--- src/sv/fsp_pkg.sv ---
// Shared types, sizes and controller/datapath interface structs for the frame sequence player.
package fsp_pkg;

    localparam int TABLE_DEPTH = 16;
    localparam int ADDR_W      = (TABLE_DEPTH > 1) ? $clog2(TABLE_DEPTH) : 1;
    localparam int CNT_W       = $clog2(TABLE_DEPTH + 1);
    localparam int ID_W        = 8;
    localparam int DUR_W       = 16;
    localparam int ELAPSED_W   = 17;
    localparam int ENTRY_W     = ID_W + DUR_W;

    typedef enum logic [1:0] {
        OP_TICK  = 2'd0,
        OP_ADD   = 2'd1,
        OP_START = 2'd2,
        OP_CLEAR = 2'd3
    } op_t;

    typedef enum logic [1:0] {
        EV_SHOW = 2'd0,
        EV_DONE = 2'd1,
        EV_FULL = 2'd2
    } event_t;

    typedef enum logic [2:0] {
        ST_IDLE,
        ST_DECODE,
        ST_COMPARE,
        ST_FETCH_ID,
        ST_SHOW
    } state_t;

    // controller -> datapath
    typedef struct packed {
        logic load_item;
        logic add_write;
        logic emit_full;
        logic clear_all;
        logic start_rewind;
        logic set_running;
        logic finish;
        logic inc_elapsed;
        logic step;
        logic emit_show;
    } cmd_t;

    // datapath -> controller
    typedef struct packed {
        op_t  op;
        logic full;
        logic empty;
        logic running;
        logic ph_out;
        logic over;
        logic at_end;
    } status_t;

endpackage

--- src/sv/frame_sequence_player.sv ---
// Top level of the frame sequence player: controller, datapath and checks.
//
// Usage:
//   Command channel: an item (op, frame_id_in, duration_in) is taken at a clock
//   edge with start high and busy low. op: tick, add frame, start, clear.
//   Config channel: cfg_valid/cfg_data write play_backward; cfg_ready is
//   always high. Write it only while the block is idle.
//   Results: event_res/frame_id are valid for the single cycle in which
//   result_valid is high; the receiver cannot stall, so nothing is held.
// Sequence (controller states from accept to next accept; the fetch id state
// waits for the registered read port of the frame table):
//   add, clear, tick while stopped, start on an empty table: decode only
//   tick within a frame or stepping past the end: decode, compare
//   start on a filled table: decode, fetch id, show
//   tick stepping to a new frame: decode, compare, fetch id, show
//   a result, if any, strobes in the first idle cycle after its item
// Reset: table empty, playhead and elapsed count zero, playback stopped,
//   forward direction. Table contents are undefined until written.
module frame_sequence_player
    import fsp_pkg::*;
(
    input  logic             clk,
    input  logic             rst_n,
    input  logic             start,
    output logic             busy,
    input  logic [1:0]       op,
    input  logic [ID_W-1:0]  frame_id_in,
    input  logic [DUR_W-1:0] duration_in,
    input  logic             cfg_valid,
    output logic             cfg_ready,
    input  logic             cfg_data,
    output logic             result_valid,
    output logic [1:0]       event_res,
    output logic [ID_W-1:0]  frame_id
);

    cmd_t    cmd;
    status_t status;

    assign cfg_ready = 1'b1;

    fsp_ctrl u_ctrl (
        .clk    (clk),
        .rst_n  (rst_n),
        .start  (start),
        .status (status),
        .cmd    (cmd),
        .busy   (busy)
    );

    fsp_datapath u_datapath (
        .clk          (clk),
        .rst_n        (rst_n),
        .cmd          (cmd),
        .status       (status),
        .op           (op),
        .frame_id_in  (frame_id_in),
        .duration_in  (duration_in),
        .cfg_valid    (cfg_valid),
        .cfg_data     (cfg_data),
        .result_valid (result_valid),
        .event_res    (event_res),
        .frame_id     (frame_id)
    );

    // an accepted item always occupies the controller for the next cycle
    a_accept_busy: assert property (@(posedge clk) disable iff (!rst_n)
        (start && !busy) |=> busy)
        else $error("accepted item did not make the block busy");

    // at most one result per item, so strobes never come back to back
    a_single_strobe: assert property (@(posedge clk) disable iff (!rst_n)
        result_valid |=> !result_valid)
        else $error("result strobe held for two cycles");

    a_id_zero: assert property (@(posedge clk) disable iff (!rst_n)
        (result_valid && (event_res != EV_SHOW)) |-> (frame_id == '0))
        else $error("non-show event carries a frame id");

    // stepping and emitting can never coincide with a new item being latched
    a_cmd_exclusive: assert property (@(posedge clk) disable iff (!rst_n)
        cmd.load_item |-> !(cmd.step || cmd.emit_show || cmd.add_write))
        else $error("item latched while datapath busy");

endmodule

--- src/sv/fsp_ram.sv ---
// Generic single-write, single-read RAM with registered read data.
module fsp_ram
#(
    parameter int WIDTH = 8,
    parameter int DEPTH = 16,
    localparam int AW   = (DEPTH > 1) ? $clog2(DEPTH) : 1
)
(
    input  logic             clk,
    input  logic             we,
    input  logic [AW-1:0]    waddr,
    input  logic [WIDTH-1:0] wdata,
    input  logic [AW-1:0]    raddr,
    output logic [WIDTH-1:0] rdata
);

    logic [WIDTH-1:0] mem [DEPTH];
    logic [WIDTH-1:0] rdata_reg;

    always_ff @(posedge clk)
    begin
        if (we)
        begin
            mem[waddr] <= wdata;
        end
        rdata_reg <= mem[raddr];
    end

    assign rdata = rdata_reg;

endmodule

--- src/sv/fsp_ctrl.sv ---
// Controller state machine: decodes each item; compare, table read, result as needed.
module fsp_ctrl
    import fsp_pkg::*;
(
    input  logic    clk,
    input  logic    rst_n,
    input  logic    start,
    input  status_t status,
    output cmd_t    cmd,
    output logic    busy
);

    state_t state_reg;
    state_t state_next;

    always_ff @(posedge clk or negedge rst_n)
    begin
        if (!rst_n)
        begin
            state_reg <= ST_IDLE;
        end
        else
        begin
            state_reg <= state_next;
        end
    end

    always_comb
    begin
        state_next = state_reg;
        unique case (state_reg)
            ST_IDLE:
            begin
                if (start)
                begin
                    state_next = ST_DECODE;
                end
            end
            ST_DECODE:
            begin
                state_next = ST_IDLE;
                unique case (status.op)
                    OP_START:
                    begin
                        if (!status.empty)
                        begin
                            state_next = ST_FETCH_ID;
                        end
                    end
                    OP_TICK:
                    begin
                        if (status.running && !status.empty && !status.ph_out)
                        begin
                            state_next = ST_COMPARE;
                        end
                    end
                    default:
                    begin
                        state_next = ST_IDLE;
                    end
                endcase
            end
            ST_COMPARE:
            begin
                if (status.over && !status.at_end)
                begin
                    state_next = ST_FETCH_ID;
                end
                else
                begin
                    state_next = ST_IDLE;
                end
            end
            ST_FETCH_ID:
            begin
                state_next = ST_SHOW;
            end
            ST_SHOW:
            begin
                state_next = ST_IDLE;
            end
            default:
            begin
                state_next = ST_IDLE;
            end
        endcase
    end

    always_comb
    begin
        cmd  = '0;
        busy = (state_reg != ST_IDLE);
        unique case (state_reg)
            ST_IDLE:
            begin
                cmd.load_item = start;
            end
            ST_DECODE:
            begin
                unique case (status.op)
                    OP_ADD:
                    begin
                        cmd.add_write = !status.full;
                        cmd.emit_full = status.full;
                    end
                    OP_CLEAR:
                    begin
                        cmd.clear_all = 1'b1;
                    end
                    OP_START:
                    begin
                        cmd.start_rewind = 1'b1;
                        cmd.set_running  = !status.empty;
                        cmd.finish       = status.empty;
                    end
                    OP_TICK:
                    begin
                        if (status.running)
                        begin
                            // stale playhead is treated as end of sequence
                            cmd.finish      = status.empty || status.ph_out;
                            cmd.inc_elapsed = !(status.empty || status.ph_out);
                        end
                    end
                    default:
                    begin
                        cmd = '0;
                    end
                endcase
            end
            ST_COMPARE:
            begin
                if (status.over)
                begin
                    cmd.finish = status.at_end;
                    cmd.step   = !status.at_end;
                end
            end
            ST_FETCH_ID:
            begin
                cmd = '0;
            end
            ST_SHOW:
            begin
                cmd.emit_show = 1'b1;
            end
            default:
            begin
                cmd = '0;
            end
        endcase
    end

endmodule

--- src/sv/fsp_datapath.sv ---
// Datapath: frame table, playhead, elapsed counter, config register and result registers.
module fsp_datapath
    import fsp_pkg::*;
(
    input  logic             clk,
    input  logic             rst_n,
    input  cmd_t             cmd,
    output status_t          status,
    input  logic [1:0]       op,
    input  logic [ID_W-1:0]  frame_id_in,
    input  logic [DUR_W-1:0] duration_in,
    input  logic             cfg_valid,
    input  logic             cfg_data,
    output logic             result_valid,
    output logic [1:0]       event_res,
    output logic [ID_W-1:0]  frame_id
);

    localparam logic [ELAPSED_W-1:0] ELAPSED_MAX = '1;

    op_t                  op_reg;
    logic [ID_W-1:0]      id_in_reg;
    logic [DUR_W-1:0]     dur_in_reg;
    logic [CNT_W-1:0]     frame_count_reg;
    logic [CNT_W-1:0]     frame_count_next;
    logic [ADDR_W-1:0]    playhead_reg;
    logic [ADDR_W-1:0]    playhead_next;
    logic [ELAPSED_W-1:0] elapsed_reg;
    logic [ELAPSED_W-1:0] elapsed_next;
    logic                 running_reg;
    logic                 running_next;
    logic                 play_backward_reg;
    logic                 result_valid_reg;
    event_t               event_reg;
    logic [ID_W-1:0]      frame_id_reg;

    logic [ENTRY_W-1:0]   rd_entry;
    logic [ID_W-1:0]      rd_id;
    logic [DUR_W-1:0]     rd_dur;
    logic [CNT_W-1:0]     ph_wide;

    fsp_ram #(
        .WIDTH (ENTRY_W),
        .DEPTH (TABLE_DEPTH)
    ) u_table (
        .clk   (clk),
        .we    (cmd.add_write),
        .waddr (frame_count_reg[ADDR_W-1:0]),
        .wdata ({id_in_reg, dur_in_reg}),
        .raddr (playhead_reg),
        .rdata (rd_entry)
    );

    assign rd_id   = rd_entry[ENTRY_W-1:DUR_W];
    assign rd_dur  = rd_entry[DUR_W-1:0];
    assign ph_wide = CNT_W'(playhead_reg);

    always_comb
    begin
        status.op      = op_reg;
        status.full    = (frame_count_reg == CNT_W'(TABLE_DEPTH));
        status.empty   = (frame_count_reg == '0);
        status.running = running_reg;
        status.ph_out  = (ph_wide >= frame_count_reg);
        status.over    = (elapsed_reg > ELAPSED_W'(rd_dur));
        if (play_backward_reg)
        begin
            status.at_end = (playhead_reg == '0);
        end
        else
        begin
            status.at_end = ((ph_wide + CNT_W'(1)) >= frame_count_reg);
        end
    end

    always_ff @(posedge clk)
    begin
        if (cmd.load_item)
        begin
            op_reg     <= op_t'(op);
            id_in_reg  <= frame_id_in;
            dur_in_reg <= duration_in;
        end
    end

    always_comb
    begin
        frame_count_next = frame_count_reg;
        playhead_next    = playhead_reg;
        elapsed_next     = elapsed_reg;
        running_next     = running_reg;
        if (cmd.add_write)
        begin
            frame_count_next = frame_count_reg + CNT_W'(1);
        end
        if (cmd.clear_all)
        begin
            frame_count_next = '0;
            playhead_next    = '0;
            elapsed_next     = '0;
            running_next     = 1'b0;
        end
        if (cmd.start_rewind)
        begin
            playhead_next = '0;
            elapsed_next  = '0;
        end
        if (cmd.set_running)
        begin
            running_next = 1'b1;
        end
        if (cmd.inc_elapsed && (elapsed_reg != ELAPSED_MAX))
        begin
            elapsed_next = elapsed_reg + ELAPSED_W'(1);
        end
        if (cmd.step)
        begin
            elapsed_next = '0;
            if (play_backward_reg)
            begin
                playhead_next = playhead_reg - ADDR_W'(1);
            end
            else
            begin
                playhead_next = playhead_reg + ADDR_W'(1);
            end
        end
        if (cmd.finish)
        begin
            running_next = 1'b0;
            elapsed_next = '0;
        end
    end

    always_ff @(posedge clk or negedge rst_n)
    begin
        if (!rst_n)
        begin
            frame_count_reg   <= '0;
            playhead_reg      <= '0;
            elapsed_reg       <= '0;
            running_reg       <= 1'b0;
            play_backward_reg <= 1'b0;
            result_valid_reg  <= 1'b0;
        end
        else
        begin
            frame_count_reg  <= frame_count_next;
            playhead_reg     <= playhead_next;
            elapsed_reg      <= elapsed_next;
            running_reg      <= running_next;
            result_valid_reg <= cmd.emit_full || cmd.finish || cmd.emit_show;
            if (cfg_valid)
            begin
                play_backward_reg <= cfg_data;
            end
        end
    end

    always_ff @(posedge clk)
    begin
        if (cmd.emit_show)
        begin
            event_reg    <= EV_SHOW;
            frame_id_reg <= rd_id;
        end
        else if (cmd.finish)
        begin
            event_reg    <= EV_DONE;
            frame_id_reg <= '0;
        end
        else if (cmd.emit_full)
        begin
            event_reg    <= EV_FULL;
            frame_id_reg <= '0;
        end
    end

    assign result_valid = result_valid_reg;
    assign event_res    = event_reg;
    assign frame_id     = frame_id_reg;

endmodule
--- config.mk ---
export PLATFORM = sky130hd
export DESIGN_NAME = frame_sequence_player
export DESIGN_NICKNAME = d
export VERILOG_FILES = /design/src/sv/fsp_pkg.sv /design/src/sv/frame_sequence_player.sv /design/src/sv/fsp_ram.sv /design/src/sv/fsp_ctrl.sv /design/src/sv/fsp_datapath.sv
export SDC_FILE = /design/constraint.sdc
export NUM_CORES = 1
export LEC_CHECK = 0
export BUFFER_PORTS_ARGS = -buffer_cell sky130_fd_sc_hd__buf_2
export CAP_MARGIN = 20
export CORE_MARGIN = 2
export CORE_UTILIZATION = 55
export CTS_CLUSTER_SIZE = 16
export DETAILED_ROUTE_END_ITERATION = 10
export PLACE_DENSITY = 0.79
export SYNTH_ARGS = -nofsm -noshare
export SYNTH_HDL_FRONTEND = slang
export SYNTH_SLANG_ARGS = --single-unit
--- constraint.sdc ---
create_clock -name clk -period 7.94 [get_ports clk]
set_input_delay 1.191 -clock clk [delete_from_list [all_inputs] [get_ports clk]]
set_output_delay 1.191 -clock clk [all_outputs]
set_load 0.1 [all_outputs]
### Word level (Yosys, flattened, before mapping)

Memories as Yosys holds them, arrays and structs flattened. A register that Yosys moved wholly into a read port is not among the register bits.
Index checks and enable logic that the tools add are counted.

* flip-flop bits (word level): 68
* bits in writable memories: 384
* bits of input ports: 31
* output and inout bits: 13
* logic and storage cells: 98
* memories: 1

* add/sub/neg operators: 5
* order comparisons: 3
* equal/unequal tests: 10
* multiplexer cells: 42
* reduce and logical (&&, ||, !) cells: 24

Memories
* u_datapath.u_table.mem: words 16, width 24, rd ports 1, clocked after memory_dff 1, write ports 1, line fsp_ram.sv:17 `logic [WIDTH-1:0] mem [DEPTH];`

Operators by type and width (count)
* 17-bit two-way mux: 5
* 8-bit two-way mux: 3
* 17-bit by 1-bit adder with 17-bit output (second input constant): 1
* 17-bit by 16-bit greater-than comparator with 1-bit output: 1
* 17-bit inequality test (second input constant): 1
* 1-bit two-way mux: 16
* 4-bit two-way mux: 4
* 5-bit two-way mux: 3
* 2-bit two-way mux: 6
* 3-bit one-hot mux with 4 select lines: 1
* 3-bit nonzero test: 4
* 3-bit by 2-bit == test with 1-bit output (second input constant): 2
* 3-bit one-hot mux with 2 select lines: 1
* 4-bit by 1-bit adder with 5-bit output (second input constant): 1
* 5-bit by 1-bit adder with 5-bit output (second input constant): 1
* 5-bit == test (second input constant): 1
* 4-bit by 5-bit >= comparator with 1-bit output: 1
* 5-bit >= comparator: 1
* 1-bit logical NOT: 5
* 5-bit logical NOT: 1
* 5-bit nonzero test: 1
* 4-bit by 1-bit adder with 4-bit output (second input constant): 1
* 2-bit == test (second input constant): 2
* 1-bit logical AND: 4
* 13 further kinds: 17

### Longest topological paths before layout

* depth in word-level cells: 10
* gate-level depth with buffers: 12
* gate-level depth less buffers: 11

### Cells and area by module

A second synthesis with hierarchy kept.

* cell total of the unflattened synthesis: 970
* area, all modules: 18605.3 um^2

Modules (own cells, without submodules)
* fsp_ram: instances 1, cells an instance 636, area an instance 14930.6 um^2, sequential area each 12011.5 um^2
* fsp_datapath: instances 1, cells an instance 304, area an instance 3418.3 um^2, sequential area each 1786.7 um^2
* fsp_ctrl: instances 1, cells an instance 28, area an instance 245.2 um^2, sequential area each 75.1 um^2
* frame_sequence_player: instances 1, cells an instance 2, area an instance 11.3 um^2, sequential area each 0.0 um^2

### Least setup slack after synthesis

OpenSTA, ideal clock, no wires.

* path kind: reg-to-reg
* start point: register u_datapath.frame_count_reg[0]
* end point: memory u_datapath.u_table.mem[3][0] (netlist bit), enable pin
* library setup time: 0.435 ns
* arrival: 3.092 ns
* required time: 7.505 ns
* setup slack: 4.412 ns
* stages on the path, launching flop included: 8
* path buffers: 0
* period minus slack after synthesis: 3.528 ns
* path through: dfrtp_1 > inv_1 > ha_1 > inv_1 > nor3_1 > a21oi_1 > nand2_1 > nor3_1

* longest elaborated chain between the ends: 6

Ends and longest elaborated chain
* start, declared: line fsp_datapath.sv:24 `logic [CNT_W-1:0] frame_count_reg;`
* start signal, assigned: line fsp_datapath.sv:148 `frame_count_reg <= frame_count_next;`
* 5-bit == test: line fsp_datapath.sv:61 `status.full = (frame_count_reg == CNT_W'(TABLE_DEPTH));`
* 1-bit logical NOT: line fsp_ctrl.sv:103 `cmd.add_write = !status.full;`
* 2-bit two-way mux: line fsp_ctrl.sv:100 `unique case (status.op)`
* 5-bit two-way mux: line fsp_ctrl.sv:93 `unique case (state_reg)`
* 1-bit two-way mux: line fsp_ram.sv:22 `if (we)`
* 1-bit two-way mux (implied by the code): line fsp_ram.sv:24 `mem[waddr] <= wdata;`
* end, declared: line fsp_ram.sv:17

Parallel ways exist; a longest one is shown, timed or not.

### Worst setup path after layout

* start point: register u_datapath.playhead_reg[2]
* end point: register u_datapath.frame_id_reg[5], in the netlist u_datapath.frame_id[5], enable pin

* longest elaborated chain between the ends: 6
* elaborated cells between the ends (all ways): 11
* those cells by class: add/sub (1); order compare (2); mux (5); reduce/logical (3)

Ends and longest elaborated chain
* start, declared: line fsp_datapath.sv:26 `logic [ADDR_W-1:0] playhead_reg;`
* start signal, assigned: line fsp_datapath.sv:149 `playhead_reg <= playhead_next;`
* 4-bit by 1-bit adder with 5-bit output or 4-bit by 5-bit >= comparator with 1-bit output (tied branches): line fsp_datapath.sv:72, fsp_datapath.sv:64
* 5-bit >= comparator or 1-bit logical OR (tied branches): line fsp_datapath.sv:72, fsp_ctrl.sv:121
* 1-bit two-way mux or 2-bit two-way mux (tied branches): line fsp_datapath.sv:66, fsp_ctrl.sv:118
* 1-bit two-way mux or 1-bit one-hot mux with 2 select lines (tied branches): line fsp_ctrl.sv:133, fsp_ctrl.sv:100
* 1-bit one-hot mux with 2 select lines (*): line fsp_ctrl.sv:93
* 3-bit nonzero test (no source line) (*)
* end signal, assigned: line fsp_datapath.sv:165 `frame_id_reg <= rd_id;`
* end, declared: line fsp_datapath.sv:35 `logic [ID_W-1:0] frame_id_reg;`

Every way passes the cells marked *; elsewhere a longest branch is shown, timed or not.
A chain may end at the register's enable or synchronous reset.

==> summary.md <==
| Metric | Value |
|---|---|
| Status | `complete, no violations` |
| Proportion of layout cells with a drive suffix above 1 | `0.296` |
| Max cap viols | `0` |
| WS Path Type | `flip-flop to flip-flop` |
| Fin. max-slew vios | `0` |
| Slew @ Worst Pin | `0.872 ns` |
| Worst Hold Class | `flip-flop to flip-flop` |
| Period minus WS final | `3.53 ns` |
| Root buf cell | `clkbuf_16` |
| Count of flip-flops with a built-in enable after synthesis | `418` |
| Hold Vio Cnt, Final | `0` |
| CP endpoint kind | `flip-flop` |
| Inst Count DP | `between 1,000 and 1,500` |
| Post-synth top flop | `edfxtp_1` |
| Commonest cells in the netlist | `418 x edfxtp_1, 120 x mux4_2, 38 x inv_1` |
| Final ANT Viol Nets | `0` |
| Vias per Instance | `6.06` |
| Ys async rst share | `0.0672` |
| Mean area per synthesized cell | `20.4 um^2` |
| Leak | `approximately 7.0 nW` |
| Post-synth design cell area | `0.0187 mm^2` |
| Most Frequent Cell on Critical Path | `o311ai_2` |
| Critical path cell sequence | `buf_4 > nand3_1 > xnor2_1 > ha_1 > o21a_1 > o31ai_1 > a211oi_1 > o311ai_2 > o311ai_2 > or3_1` |
| Yosys warning count | `0` |
| Largest net degree at the start of global routing | `61` |
| Initial DRC count | `808` |
| Register bit total from synthesis | `approximately 480` |
| R2r worst-path depth | `10` |
| Worst R2R Setup Slack | `4.41 ns` |
| Final Cycle Share | `0.445` |
| Mapped Cells | `914` |
| Worst setup SP type | `flip-flop` |
| Filler Cells Inserted | `2,220` |
| Via Count | `~8,900` |
| Clk Latency, worst-skew pair | `0.56 ns` |
| Power after layout | `0.00567 W` |
| CP max FO | `25` |
| Drt wl/cell | `roughly 26 um` |
| Multi-input gate area | `0.00458 mm^2` |
| All-Layer GR Usage | `0.223` |
| Worst EP required | `a little over 8 ns` |
| IO Pins | `between 40 and 50` |
| Post-synth cell types | `61` |
| Fin Hold WS | `0.503 ns` |
| CTS tree | `yes` |
| Post-CTS Resized | `0` |
| Seq. cell area | `between 0.01 and 0.015 mm^2` |
| Seq/Total Area, Yosys | `0.742` |
| PortBufs | `42` |
| Count leader, synth | `edfxtp_1` |
| Slew margin rel. | `0.417` |
| Ant diodes | `0` |
| Final nets | `1,058` |
| Final setup violation count | `0` |
| Drc violations | `0` |
| Grt ovf | `0` |
| Final Wtd Congestion | `0.801` |
| Setup TNS | `0 ns` |
| Drt total wl | `38,500 um` |
| First-pass GRT wire length | `57,700 um` |
| Worst IR drop on VDD | `0.191 mV` |
| Finished Layout Cells | `1,476` |
| Setup bufs post-CTS | `0` |
| CTS sink cnt | `476` |
| Cell taking the most area after synthesis | `edfxtp_1` |
| Post-synth top area share | `0.672` |
| TritonCTS Buffers | `46` |
| DIE HEIGHT | `188 um` |
| Clk buf depth | `3` |
| CP peak stage delay | `0.63 ns` |
| CP max stage cell | `dfrtp_1` |
| Synth area leaders | `edfxtp_1 67%, mux4_2 14%, dfrtp_1 4.3%` |
| DIE WIDTH | `about 190 um` |
| Maximum clock rate | `283 MHz` |
| Hold_buf cts | `0` |
| Initial core utilization | `0.557` |
| RSZ-0062 raised after global routing | `no` |
| Syn_nets | `981` |
| PwrDens | `269 mW/mm^2` |
| Area Overhead vs Synth | `12.8%` |
| Initial antenna violation count | `0` |
| Die ar. | `about 0.035 mm^2` |
| WHS Path Cells | `1` |
| Number of flip-flops in the largest register | `384` |
| Vias in the first global route | `slightly above 9,000` |
| H-tree Lvls | `2` |
| HPWL Detailed | `20,000 um` |
| Initial DRT Pass Iterations | `5` |
| Clock Pin Slew Worst Setup and Hold Paths | `0.06 ns` |
| Core ar. | `between 0.03 and 0.04 mm^2` |
| Skew final | `0.0179 ns` |
| Rows | `67` |
| CP arrival | `3.73 ns` |
[metal layers]
layer	up-vias	GRT usage	wire length [um]
met5	-	0	0
met4	0	0.0715	1010
met3	78	0.0395	2620
met2	399	0.366	19300
met1	4596	0.309	15600
li1	3873	-	-
[logic make-up after synthesis]
logic type,share of synthesized area
flip-flops,0.742
XOR/XNOR,0.00375
adder cells (fa/ha/maj),0.0245
buffers and inverters,0.0165
AO/OA/AOI/OAI,0.0312
AND/OR/NAND/NOR,0.0339
multiplexers,0.147
other,0.000201
[worst paths after layout]
path                                                                to                                    from
worst max register to register    u_datapath.frame_id[5]$_SDFFCE_PN0P_  u_datapath.playhead_reg[2]$_DFFE_PN0P_
min in group asynchronous       u_datapath.playhead_reg[2]$_DFFE_PN0P_                                   rst_n
max in group asynchronous       u_datapath.playhead_reg[1]$_DFFE_PN0P_                                   rst_n
worst min-delay path              u_datapath.frame_id[6]$_SDFFCE_PN0P_    u_datapath.u_table.rdata[22]$_DFF_P_
worst min register to register    u_datapath.frame_id[6]$_SDFFCE_PN0P_    u_datapath.u_table.rdata[22]$_DFF_P_
worst max-delay path              u_datapath.frame_id[5]$_SDFFCE_PN0P_  u_datapath.playhead_reg[2]$_DFFE_PN0P_
[critical path, delay by kind of cell, from the launching register on]
kind	cells	cell delay, ns
compound gates	5	0.92
flops	1	0.63
xor+xnor	1	0.17
simple gates	2	0.62
fa+ha+maj	1	0.31
buf+inv	1	0.51
[power breakdown]
group          internal [W]  total [W]  switching (W)
registers           0.00294    0.00308       0.000144
clock network       0.00121    0.00212       0.000915
logic              0.000131   0.000462       0.000332
[area by class of cell]
class / instances / area share
Inverter: 38 / 0.00677
Sequential cell: 476 / 0.659
Clock buffer: 62 / 0.0608
Timing Repair Buffer: 65 / 0.0199
Clock inverter: 23 / 0.00991
Multi-Input combinational cell: 364 / 0.217
Tap cell: 448 / 0.0266
[layout by cell type, fill, tap and decap left out, drive strengths merged, types with 6 or more instances in the layout]
cell type	netlist	layout
inv	38	39
clkinv	0	16
ha	35	35
nand2	25	25
nor2	24	24
dfrtp	32	32
clkbuf	21	62
and2	11	11
edfxtp	418	418
nand3	12	12
mux4	120	120
buf	15	65
xnor2	6	6
a31oi	8	8
and3	7	7
a21o	6	6
a21oi	18	18
dfxtp	26	26
nor3	18	18
o21a	6	6
o21ai	13	13
[metrics by stage]
stage,setup WS [ns],instance area [um^2],util
after global routing,4.16,21100,0.629
after global placement,4.44,19500,0.582
after detailed placement,4.38,19500,0.583
final,4.41,21100,0.629
after floorplan,4.41,18700,-
after CTS,4.38,21000,0.627
Note: power is estimated with default switching activity, not from simulation.
